<file path="config.mk">
export PLATFORM = sky130hd
export DESIGN_NAME = typed_slot_allocator
export DESIGN_NICKNAME = d
export VERILOG_FILES = /design/src/tsa_pkg.sv /design/src/tsa_datapath.sv /design/src/tsa_ctrl.sv /design/src/typed_slot_allocator.sv
export SDC_FILE = /design/constraint.sdc
export NUM_CORES = 2
export LEC_CHECK = 0
export BUFFER_PORTS_ARGS = -buffer_cell sky130_fd_sc_hd__buf_2
export CORE_UTILIZATION = 25
export CTS_BUF_LIST = sky130_fd_sc_hd__clkbuf_16
export CTS_CLUSTER_DIAMETER = 200
export DETAILED_ROUTE_END_ITERATION = 6
export PLACE_DENSITY_LB_ADDON = 0.12
export REMOVE_ABC_BUFFERS = 1
export SYNTH_ARGS = -nofsm -noshare
export SYNTH_HDL_FRONTEND = slang
export SYNTH_SLANG_ARGS = --single-unit
</file>
<file path="constraint.sdc">
create_clock -name clk -period 10.5 [get_ports clk]
set_input_delay 0 -clock clk [delete_from_list [all_inputs] [get_ports clk]]
set_output_delay 0 -clock clk [all_outputs]
set_load 0.005 [all_outputs]
</file>
<file path="src/tsa_pkg.sv">
// shared constants and types for the typed slot allocator
package tsa_pkg;

    localparam int BANKS          = 4;
    localparam int SLOTS_PER_BANK = 16;
    localparam int ID_WIDTH       = 32;
    localparam int TOTAL_SLOTS    = BANKS * SLOTS_PER_BANK;
    localparam int BANK_W         = $clog2(BANKS);
    localparam int SLOT_W         = $clog2(SLOTS_PER_BANK);
    localparam int FLAT_W         = BANK_W + SLOT_W;
    localparam int CNT_W          = SLOT_W + 1;
    localparam int NB_W           = BANK_W + 1;

    localparam logic [1:0] MODE_ALLOC  = 2'd0;
    localparam logic [1:0] MODE_FREE   = 2'd1;
    localparam logic [1:0] MODE_LOOKUP = 2'd2;
    localparam logic [1:0] MODE_COUNT  = 2'd3;

    localparam logic [1:0] POL_FIRST = 2'd0;
    localparam logic [1:0] POL_LAST  = 2'd1;
    localparam logic [1:0] POL_LEAST = 2'd2;
    localparam logic [1:0] POL_RR    = 2'd3;

    localparam logic [1:0] REG_POLICY = 2'd0;
    localparam logic [1:0] REG_BANKS  = 2'd1;
    localparam logic [1:0] REG_TYPES  = 2'd2;
    localparam logic [1:0] REG_SIZES  = 2'd3;

    // commands from controller to datapath
    typedef struct packed {
        logic                load;      // capture request, clear scan
        logic                scan_step; // examine one slot at scan_idx
        logic [FLAT_W-1:0]   scan_idx;
        logic                write;     // commit allocation
        logic                release_slot;
        logic                finish;    // drive result strobe
    } ctl_cmd_t;

    // status from datapath to controller
    typedef struct packed {
        logic [1:0]        mode;
        logic              id_found;
        logic              alloc_ok;
    } dp_stat_t;

endpackage

</file>
<file path="src/tsa_datapath.sv">
// slot memory, scan evaluation and result registers of the typed slot allocator
module tsa_datapath (
    input  logic                       clk,
    input  logic                       rst_n,
    input  logic                       cfg_valid,
    input  logic [1:0]                 cfg_index,
    input  logic [19:0]                cfg_data,
    input  logic [1:0]                 mode,
    input  logic [31:0]                vehicle_id,
    input  logic [1:0]                 vehicle_type,
    input  logic [1:0]                 bank_index,
    input  tsa_pkg::ctl_cmd_t          cmd,
    output tsa_pkg::dp_stat_t          stat,
    output logic                       done,
    output logic                       ok,
    output logic [1:0]                 bank,
    output logic [3:0]                 slot,
    output logic [4:0]                 free_count
);
    import tsa_pkg::*;

    logic [1:0]            policy_reg;
    logic [2:0]            banks_reg;
    logic [7:0]            types_reg;
    logic [19:0]           sizes_reg;
    logic [TOTAL_SLOTS-1:0] occ_reg;
    logic [ID_WIDTH-1:0]   holder_mem [TOTAL_SLOTS];
    logic [ID_WIDTH-1:0]   holder_rd_reg;
    logic [BANK_W-1:0]     next_bank_reg;

    logic [1:0]            mode_reg;
    logic [ID_WIDTH-1:0]   id_reg;
    logic [1:0]            type_reg;
    logic [1:0]            bidx_reg;

    logic                  found_reg;
    logic [FLAT_W-1:0]     found_pos_reg;
    logic                  first_reg;   // first fit in whole pass
    logic [FLAT_W-1:0]     first_pos_reg;
    logic                  last_reg;
    logic [FLAT_W-1:0]     last_pos_reg;
    logic                  bfirst_reg;  // first fit in current bank
    logic [SLOT_W-1:0]     bfirst_slot_reg;
    logic [CNT_W-1:0]      bcnt_reg;
    logic [CNT_W-1:0]      best_cnt_reg;
    logic                  best_ok_reg;
    logic [FLAT_W-1:0]     best_pos_reg;
    logic [CNT_W-1:0]      req_cnt_reg;
    logic [NB_W-1:0]       rr_dist_reg;
    logic                  rr_ok_reg;
    logic [FLAT_W-1:0]     rr_pos_reg;

    logic                  done_reg;
    logic                  ok_reg;
    logic [1:0]            bank_reg;
    logic [3:0]            slot_reg;
    logic [4:0]            cnt_out_reg;

    logic [NB_W-1:0]       n_act;
    logic [BANK_W-1:0]     sb;
    logic [SLOT_W-1:0]     ss;
    logic [4:0]            size_raw;
    logic [CNT_W-1:0]      size_b;
    logic [1:0]            type_b;
    logic                  in_use_b;
    logic                  fits;
    logic                  hit;
    logic [FLAT_W-1:0]     rd_addr;
    logic [BANK_W-1:0]     rr_start;
    logic [NB_W-1:0]       rr_dist;
    logic [CNT_W-1:0]      bcnt_new;
    logic                  bfirst_new;
    logic [SLOT_W-1:0]     bfirst_slot_new;
    logic                  slot_end;
    logic                  sel_ok;
    logic [FLAT_W-1:0]     sel_pos;
    logic [NB_W:0]         nb_sum;

    assign n_act    = (banks_reg > 3'(BANKS)) ? NB_W'(BANKS) : NB_W'(banks_reg);
    assign sb       = cmd.scan_idx[FLAT_W-1:SLOT_W];
    assign ss       = cmd.scan_idx[SLOT_W-1:0];
    assign size_raw = sizes_reg[5*sb +: 5];
    assign size_b   = (size_raw > 5'(SLOTS_PER_BANK)) ? CNT_W'(SLOTS_PER_BANK)
                                                       : CNT_W'(size_raw);
    assign type_b   = types_reg[2*sb +: 2];
    assign in_use_b = NB_W'(sb) < n_act;
    assign fits     = (CNT_W'(ss) < size_b) && (type_b == type_reg) && !occ_reg[cmd.scan_idx];
    assign hit      = occ_reg[cmd.scan_idx] && (holder_rd_reg == id_reg);
    assign slot_end = (ss == SLOT_W'(SLOTS_PER_BANK - 1));

    // holder read runs one slot ahead of the scan
    assign rd_addr  = cmd.scan_step ? (cmd.scan_idx + FLAT_W'(1)) : cmd.scan_idx;

    // round robin start is next_bank mod active banks
    always_comb
    begin
        case (n_act)
            NB_W'(1): rr_start = '0;
            NB_W'(2): rr_start = {1'b0, next_bank_reg[0]};
            NB_W'(3): rr_start = (next_bank_reg == BANK_W'(3)) ? '0 : next_bank_reg;
            default:  rr_start = next_bank_reg;
        endcase
    end

    assign rr_dist  = (sb >= rr_start) ? NB_W'(sb - rr_start)
                                       : NB_W'(NB_W'(sb) + n_act - NB_W'(rr_start));

    assign bcnt_new        = bcnt_reg + CNT_W'(fits);
    assign bfirst_new      = bfirst_reg || fits;
    assign bfirst_slot_new = bfirst_reg ? bfirst_slot_reg : ss;

    always_comb
    begin
        case (policy_reg)
            POL_FIRST:
            begin
                sel_ok  = first_reg;
                sel_pos = first_pos_reg;
            end
            POL_LAST:
            begin
                sel_ok  = last_reg;
                sel_pos = last_pos_reg;
            end
            POL_LEAST:
            begin
                sel_ok  = best_ok_reg;
                sel_pos = best_pos_reg;
            end
            default:
            begin
                sel_ok  = rr_ok_reg;
                sel_pos = rr_pos_reg;
            end
        endcase
        if (n_act == '0)
        begin
            sel_ok = 1'b0;
        end
    end

    assign nb_sum = (NB_W+1)'(sel_pos[FLAT_W-1:SLOT_W]) + (NB_W+1)'(1);

    assign stat.mode     = mode_reg;
    assign stat.id_found = found_reg;
    assign stat.alloc_ok = sel_ok;

    always_ff @(posedge clk or negedge rst_n)
    begin
        if (!rst_n)
        begin
            policy_reg    <= '0;
            banks_reg     <= 3'd4;
            types_reg     <= '0;
            sizes_reg     <= '0;
            occ_reg       <= '0;
            next_bank_reg <= '0;
            done_reg      <= 1'b0;
        end
        else
        begin
            done_reg <= cmd.finish;
            if (cfg_valid)
            begin
                case (cfg_index)
                    REG_POLICY: policy_reg <= cfg_data[1:0];
                    REG_BANKS:  banks_reg  <= cfg_data[2:0];
                    REG_TYPES:  types_reg  <= cfg_data[7:0];
                    REG_SIZES:  sizes_reg  <= cfg_data;
                    default:    policy_reg <= policy_reg;
                endcase
            end
            if (cmd.write)
            begin
                occ_reg[sel_pos] <= 1'b1;
                if (policy_reg == POL_RR)
                begin
                    next_bank_reg <= (nb_sum >= (NB_W+1)'(n_act)) ? '0
                                                                  : BANK_W'(nb_sum);
                end
            end
            if (cmd.release_slot)
            begin
                occ_reg[found_pos_reg] <= 1'b0;
            end
        end
    end

    always_ff @(posedge clk)
    begin
        if (cmd.write)
        begin
            holder_mem[sel_pos] <= id_reg;
        end
        holder_rd_reg <= holder_mem[rd_addr];
    end

    always_ff @(posedge clk)
    begin
        if (cmd.load)
        begin
            mode_reg     <= mode;
            id_reg       <= vehicle_id[ID_WIDTH-1:0];
            type_reg     <= vehicle_type;
            bidx_reg     <= bank_index;
            found_reg    <= 1'b0;
            first_reg    <= 1'b0;
            last_reg     <= 1'b0;
            bfirst_reg   <= 1'b0;
            bcnt_reg     <= '0;
            best_cnt_reg <= '0;
            best_ok_reg  <= 1'b0;
            req_cnt_reg  <= '0;
            rr_ok_reg    <= 1'b0;
            rr_dist_reg  <= '1;
        end
        else if (cmd.scan_step)
        begin
            if (hit && !found_reg)
            begin
                found_reg     <= 1'b1;
                found_pos_reg <= cmd.scan_idx;
            end
            if (in_use_b && fits)
            begin
                if (!first_reg)
                begin
                    first_reg     <= 1'b1;
                    first_pos_reg <= cmd.scan_idx;
                end
                last_reg     <= 1'b1;
                last_pos_reg <= cmd.scan_idx;
            end
            if (slot_end)
            begin
                bcnt_reg   <= '0;
                bfirst_reg <= 1'b0;
                if (sb == bidx_reg[BANK_W-1:0])
                begin
                    req_cnt_reg <= bcnt_new;
                end
                if (in_use_b)
                begin
                    if (sb == '0 || bcnt_new > best_cnt_reg)
                    begin
                        best_cnt_reg <= bcnt_new;
                        best_ok_reg  <= bfirst_new;
                        best_pos_reg <= {sb, bfirst_slot_new};
                    end
                    if (bfirst_new && rr_dist < rr_dist_reg)
                    begin
                        rr_dist_reg <= rr_dist;
                        rr_ok_reg   <= 1'b1;
                        rr_pos_reg  <= {sb, bfirst_slot_new};
                    end
                end
            end
            else
            begin
                bcnt_reg        <= bcnt_new;
                bfirst_reg      <= bfirst_new;
                bfirst_slot_reg <= bfirst_slot_new;
            end
        end
        if (cmd.finish)
        begin
            ok_reg      <= 1'b0;
            bank_reg    <= '0;
            slot_reg    <= '0;
            cnt_out_reg <= '0;
            case (mode_reg)
                MODE_ALLOC:
                begin
                    if (!found_reg && sel_ok)
                    begin
                        ok_reg   <= 1'b1;
                        bank_reg <= 2'(sel_pos[FLAT_W-1:SLOT_W]);
                        slot_reg <= 4'(sel_pos[SLOT_W-1:0]);
                    end
                end
                MODE_COUNT:
                begin
                    if (NB_W'(bidx_reg) < n_act)
                    begin
                        ok_reg      <= 1'b1;
                        bank_reg    <= bidx_reg;
                        cnt_out_reg <= 5'(req_cnt_reg);
                    end
                end
                default:
                begin
                    if (found_reg)
                    begin
                        ok_reg   <= 1'b1;
                        bank_reg <= 2'(found_pos_reg[FLAT_W-1:SLOT_W]);
                        slot_reg <= 4'(found_pos_reg[SLOT_W-1:0]);
                    end
                end
            endcase
        end
    end

    assign done       = done_reg;
    assign ok         = ok_reg;
    assign bank       = bank_reg;
    assign slot       = slot_reg;
    assign free_count = cnt_out_reg;

endmodule

</file>
<file path="src/tsa_ctrl.sv">
// request sequencer of the typed slot allocator
module tsa_ctrl (
    input  logic                 clk,
    input  logic                 rst_n,
    input  logic                 start,
    output logic                 busy,
    input  tsa_pkg::dp_stat_t    stat,
    output tsa_pkg::ctl_cmd_t    cmd
);
    import tsa_pkg::*;

    typedef enum logic [1:0] {S_IDLE, S_SCAN, S_DECIDE, S_OUT} state_t;

    state_t              state_reg;
    logic [FLAT_W-1:0]   idx_reg;
    logic                last;

    assign last = (idx_reg == FLAT_W'(TOTAL_SLOTS - 1));
    assign busy = (state_reg != S_IDLE);

    always_comb
    begin
        cmd              = '0;
        cmd.scan_idx     = idx_reg;
        case (state_reg)
            S_IDLE:   cmd.load = start;
            S_SCAN:   cmd.scan_step = 1'b1;
            S_DECIDE:
            begin
                cmd.finish       = 1'b1;
                cmd.write        = (stat.mode == MODE_ALLOC) && !stat.id_found
                                   && stat.alloc_ok;
                cmd.release_slot = (stat.mode == MODE_FREE) && stat.id_found;
            end
            default:  cmd.load = 1'b0;
        endcase
    end

    always_ff @(posedge clk or negedge rst_n)
    begin
        if (!rst_n)
        begin
            state_reg <= S_IDLE;
            idx_reg   <= '0;
        end
        else
        begin
            case (state_reg)
                S_IDLE:
                begin
                    idx_reg <= '0;
                    if (start)
                    begin
                        state_reg <= S_SCAN;
                    end
                end
                S_SCAN:
                begin
                    idx_reg <= idx_reg + FLAT_W'(1);
                    if (last)
                    begin
                        state_reg <= S_DECIDE;
                    end
                end
                S_DECIDE: state_reg <= S_OUT;
                default:  state_reg <= S_IDLE;
            endcase
        end
    end

endmodule

</file>
<file path="src/typed_slot_allocator.sv">
// top level of the typed slot allocator
// Each request runs from start to the done strobe as one pass over all 64 slots,
// one slot a cycle through the single id compare and fit check, then the decide state and
// the output state; busy stays high until done. The result is on ok, bank, slot and
// free_count for the one cycle that done is high and cannot be stalled by the receiver.
// Configuration writes are always ready and should be made while busy is low.
module typed_slot_allocator (
    input  logic        clk,
    input  logic        rst_n,
    input  logic        start,
    output logic        busy,
    input  logic [1:0]  mode,
    input  logic [31:0] vehicle_id,
    input  logic [1:0]  vehicle_type,
    input  logic [1:0]  bank_index,
    output logic        done,
    output logic        ok,
    output logic [1:0]  bank,
    output logic [3:0]  slot,
    output logic [4:0]  free_count,
    input  logic        cfg_valid,
    output logic        cfg_ready,
    input  logic [1:0]  cfg_index,
    input  logic [19:0] cfg_data
);
    import tsa_pkg::*;

    ctl_cmd_t cmd;
    dp_stat_t stat;

    assign cfg_ready = 1'b1;

    tsa_ctrl u_ctrl (
        .clk   (clk),
        .rst_n (rst_n),
        .start (start),
        .busy  (busy),
        .stat  (stat),
        .cmd   (cmd)
    );

    tsa_datapath u_dp (
        .clk          (clk),
        .rst_n        (rst_n),
        .cfg_valid    (cfg_valid),
        .cfg_index    (cfg_index),
        .cfg_data     (cfg_data),
        .mode         (mode),
        .vehicle_id   (vehicle_id),
        .vehicle_type (vehicle_type),
        .bank_index   (bank_index),
        .cmd          (cmd),
        .stat         (stat),
        .done         (done),
        .ok           (ok),
        .bank         (bank),
        .slot         (slot),
        .free_count   (free_count)
    );

endmodule
</file>
==> flow_metrics.tcl <==
set metrics [dict create \
    via_per_inst 4.57 \
    power.internal_w 0.0190 \
    cp.buffers_inverters 1 \
    status "completed" \
    cap_violations 0 \
    setup_viol 0 \
    async_reset_ff_share_pct 4.71 \
    synth.distinct_cells 61 \
    switching_power_w 0.00763 \
    r2r_cells 17 \
    rows 217 \
    worstPathRequired_ns 11.20 \
    die_height_um 596 \
    clock_path_buffers 4 \
    cts-root-buf "clkbuf_16" \
    wl_per_cell_um 30.1 \
    gr-total-overflow 0 \
    p_seq_share_pct 40.1 \
    vias 41563 \
    fin_skew_ns 0.0646 \
    cts_sinks 2295 \
    routed_wl_um 274000 \
    synth_edf_count 2132 \
    yosys_warnings 0 \
    grt_pass1_wl_um 378000 \
    post_cts_resized 0 \
    final.setup.tns_ns 0 \
    ir_drop_mv 0.280 \
    grt_usage_pct 15.3 \
    area_growth_pct 18.8 \
    pwr-share-comb_pct 26.9 \
    hpwl_um 146000 \
    die-area_um2 356000 \
    drc 0 \
    critical_path.endpoint_type "flop" \
    fmax_mhz 178 \
    ctsHtreeMaxLevel 5 \
    first_pass_iters 5 \
    antenna_found_initial 21 \
    cp.depth 17 \
    grt_pass1_vias 43793 \
    startpoint_type "flop" \
    switching_share_pct 28.7 \
    clk_pin_slew_ns 0.06 \
    critical_path_class "flop to flop" \
    max_slew_margin_pct 16.5 \
    cts_hold_buffers 127 \
    hold_depth 5 \
    cts_tree "built" \
    synth_top_flop_cell "edfxtp_1" \
    dr.first_iter.drc_count 3628 \
    dpl_worst_slack_ns 4.77 \
    finalCriticalPeriod_ns 5.62 \
    slowest_delay_ns 1.04 \
    final_cell_mix "edfxtp_1 (2132), mux4_2 (690), clkbuf_16 (279)" \
    clock_latency_ns 0.86 \
    initial_utilization_pct 25.2 \
    fill_cells 33818 \
    cts_setup_buffers 0 \
    period_share_pct 53.5 \
    crit_family "compound AO/OA/AOI/OAI gates" \
    worstMarginPinSlew_ns 1.24 \
    synth-seq-cells 2295 \
    hold_path.class "input pin to flop" \
    powerDensity_nw_per_um2 253 \
    maxSlewViolCount 0 \
    die_w_um 596 \
    largest_register_ffs 2048 \
    ios 79 \
    layout_commonest_cell "edfxtp_1" \
    yosysSeqAreaShare_pct 76.8 \
    gp_congestion 0.754 \
    nets 4291 \
    syn_area_per_cell_um2 23.6 \
    hold_viol 0 \
    crit_chain "mux2i_1 > a22oi_1 > a211oi_1 > or4_1 > a22oi_1 > inv_1 > ha_1 > ha_1 > ha_1 > nor2b_1 > o21a_1 > o21a_1 > o21ai_0 > a22oi_1 > o21bai_1 > mux2i_1 > nor2_1" \
    leakagePower_nw 33.1 \
    crit_fanout 37 \
    antenna_left 0 \
    drive_gt1_share_pct 31.3 \
    critPathSlowestCell "dfrtp_2" \
    worst_slack_ns 4.88 \
    netlist_instances 3745 \
    cts_made_buffers 270 \
    fp.coreArea_um2 351000 \
    syn-cell-area_um2 88300 \
    grt_max_degree 130 \
    arrival_ns 6.32 \
    clkPwrFrac_pct 33.0 \
    rsz0062_at_grt "no" \
    port_buffers 77 \
]
-- path summary, 6_finish.rpt --
path | end | startpoint | slack, ns
min in group asynchronous | u_dp.banks_reg[2] | rst_n | 0.24
min | u_ctrl.state_reg[0] | start | 0.11
max in group asynchronous | u_ctrl.idx_reg[1] | rst_n | 9.41
max reg2reg | u_dp.best_cnt_reg[1] | u_ctrl.idx_reg[1] | 4.88
max | u_dp.best_cnt_reg[1] | u_ctrl.idx_reg[1] | 4.88
min reg2reg | u_dp.rr_dist_reg[0] | u_dp.rr_dist_reg[0] | 0.46
-- power groups by stage --
stage               Sequential (W)  Combinational [W]  Clock, W
CTS                         0.0107            0.00738   0.00904
floorplan                   0.0110            0.00510         0
global placement            0.0109            0.00735         0
detailed placement          0.0109            0.00734         0
global route                0.0107            0.00766   0.00937
finish                      0.0107            0.00716   0.00878
-- cells by family after synthesis --
group,Yosys count,share of synthesized area (%)
fa+ha+maj,38,0.564
buf+inv,217,1.13
simple gates,243,1.30
mux,765,18.5
flops,2295,76.8
compound gates,137,1.22
other cells,1,0.00425
xor+xnor,49,0.486
-- metal layers --
| metal | GRT usage, % | vias up | share of wire (%) | wire (µm) |
|---|---|---|---|---|
| met5 | 0 | - | 0 | 0 |
| met4 | 2.74 | 0 | 1.5 | 4210 |
| met3 | 2.47 | 289 | 4.9 | 13400 |
| met2 | 24.2 | 1068 | 47 | 128000 |
| met1 | 22.2 | 23256 | 47 | 129000 |
| li1 | - | 16950 | - | - |
-- Yosys cell counts (4+ instances only) --
library cell	instances	share of area, %
dfxtp_1	55	1.2
nor3_1	9	0.051
nand3b_1	8	0.068
a22oi_1	10	0.085
dfrtp_1	107	3.0
mux2i_1	31	0.35
nand2b_1	16	0.11
buf_1	22	0.093
nor2_1	110	0.47
o31ai_1	5	0.042
a21oi_1	15	0.085
inv_1	37	0.16
a22o_1	5	0.050
edfxtp_1	2132	72
buf_2	80	0.45
or3_1	7	0.050
o22a_1	28	0.28
clkbuf_1	64	0.27
a2bb2oi_1	32	0.32
nor2b_1	6	0.042
xor2_1	35	0.35
mux4_2	690	18
o32a_1	4	0.045
mux2_2	42	0.54
o21ai_0	12	0.068
xnor2_1	14	0.14
nand3_1	16	0.091
nor4_1	9	0.064
a211oi_1	7	0.059
nor3b_1	6	0.051
nand2_1	36	0.15
nand4_1	6	0.042
buf_6	10	0.13
ha_1	35	0.50
-- layout make-up --
class	instances	area, µm²	share of cell area [%]
Clock inverter	191	1120	1.07
Sequential cell	2295	67800	64.6
Clock buffer	279	6980	6.65
Tap cell	4708	5890	5.61
Multi-Input combinational cell	1233	20100	19.1
Antenna cell	5	12.5	0.0119
Timing Repair Buffer	351	2910	2.77
Inverter	38	145	0.138
-- per-stage QoR --
| step | instances | hold WS, ns | cell area (µm²) | power, W | utilization, % |
|---|---|---|---|---|---|
| 2_1_floorplan | 3566 | -0.296 | 87500 | 0.0161 | - |
| 3_5_place_dp | 8498 | 0.114 | 95600 | 0.0182 | 27.3 |
| 6_report | 9100 | 0.105 | 105000 | 0.0266 | 29.9 |
| 4_1_cts | 9095 | 0.0182 | 105000 | 0.0271 | 29.9 |
| 3_3_place_gp | 8498 | 0.116 | 95600 | 0.0182 | 27.3 |
| 5_1_grt | 9096 | 0.0991 | 105000 | 0.0277 | 29.9 |
-- worst min-delay path, delay by kind of cell --
kind | cells | cell delay [ns]
and+or+nand+nor | 1 | 0.10
buffers and inverters | 2 | 0.61
AOI/OAI and AO/OA | 2 | 0.19
Power figures use the tool's default switching activity.
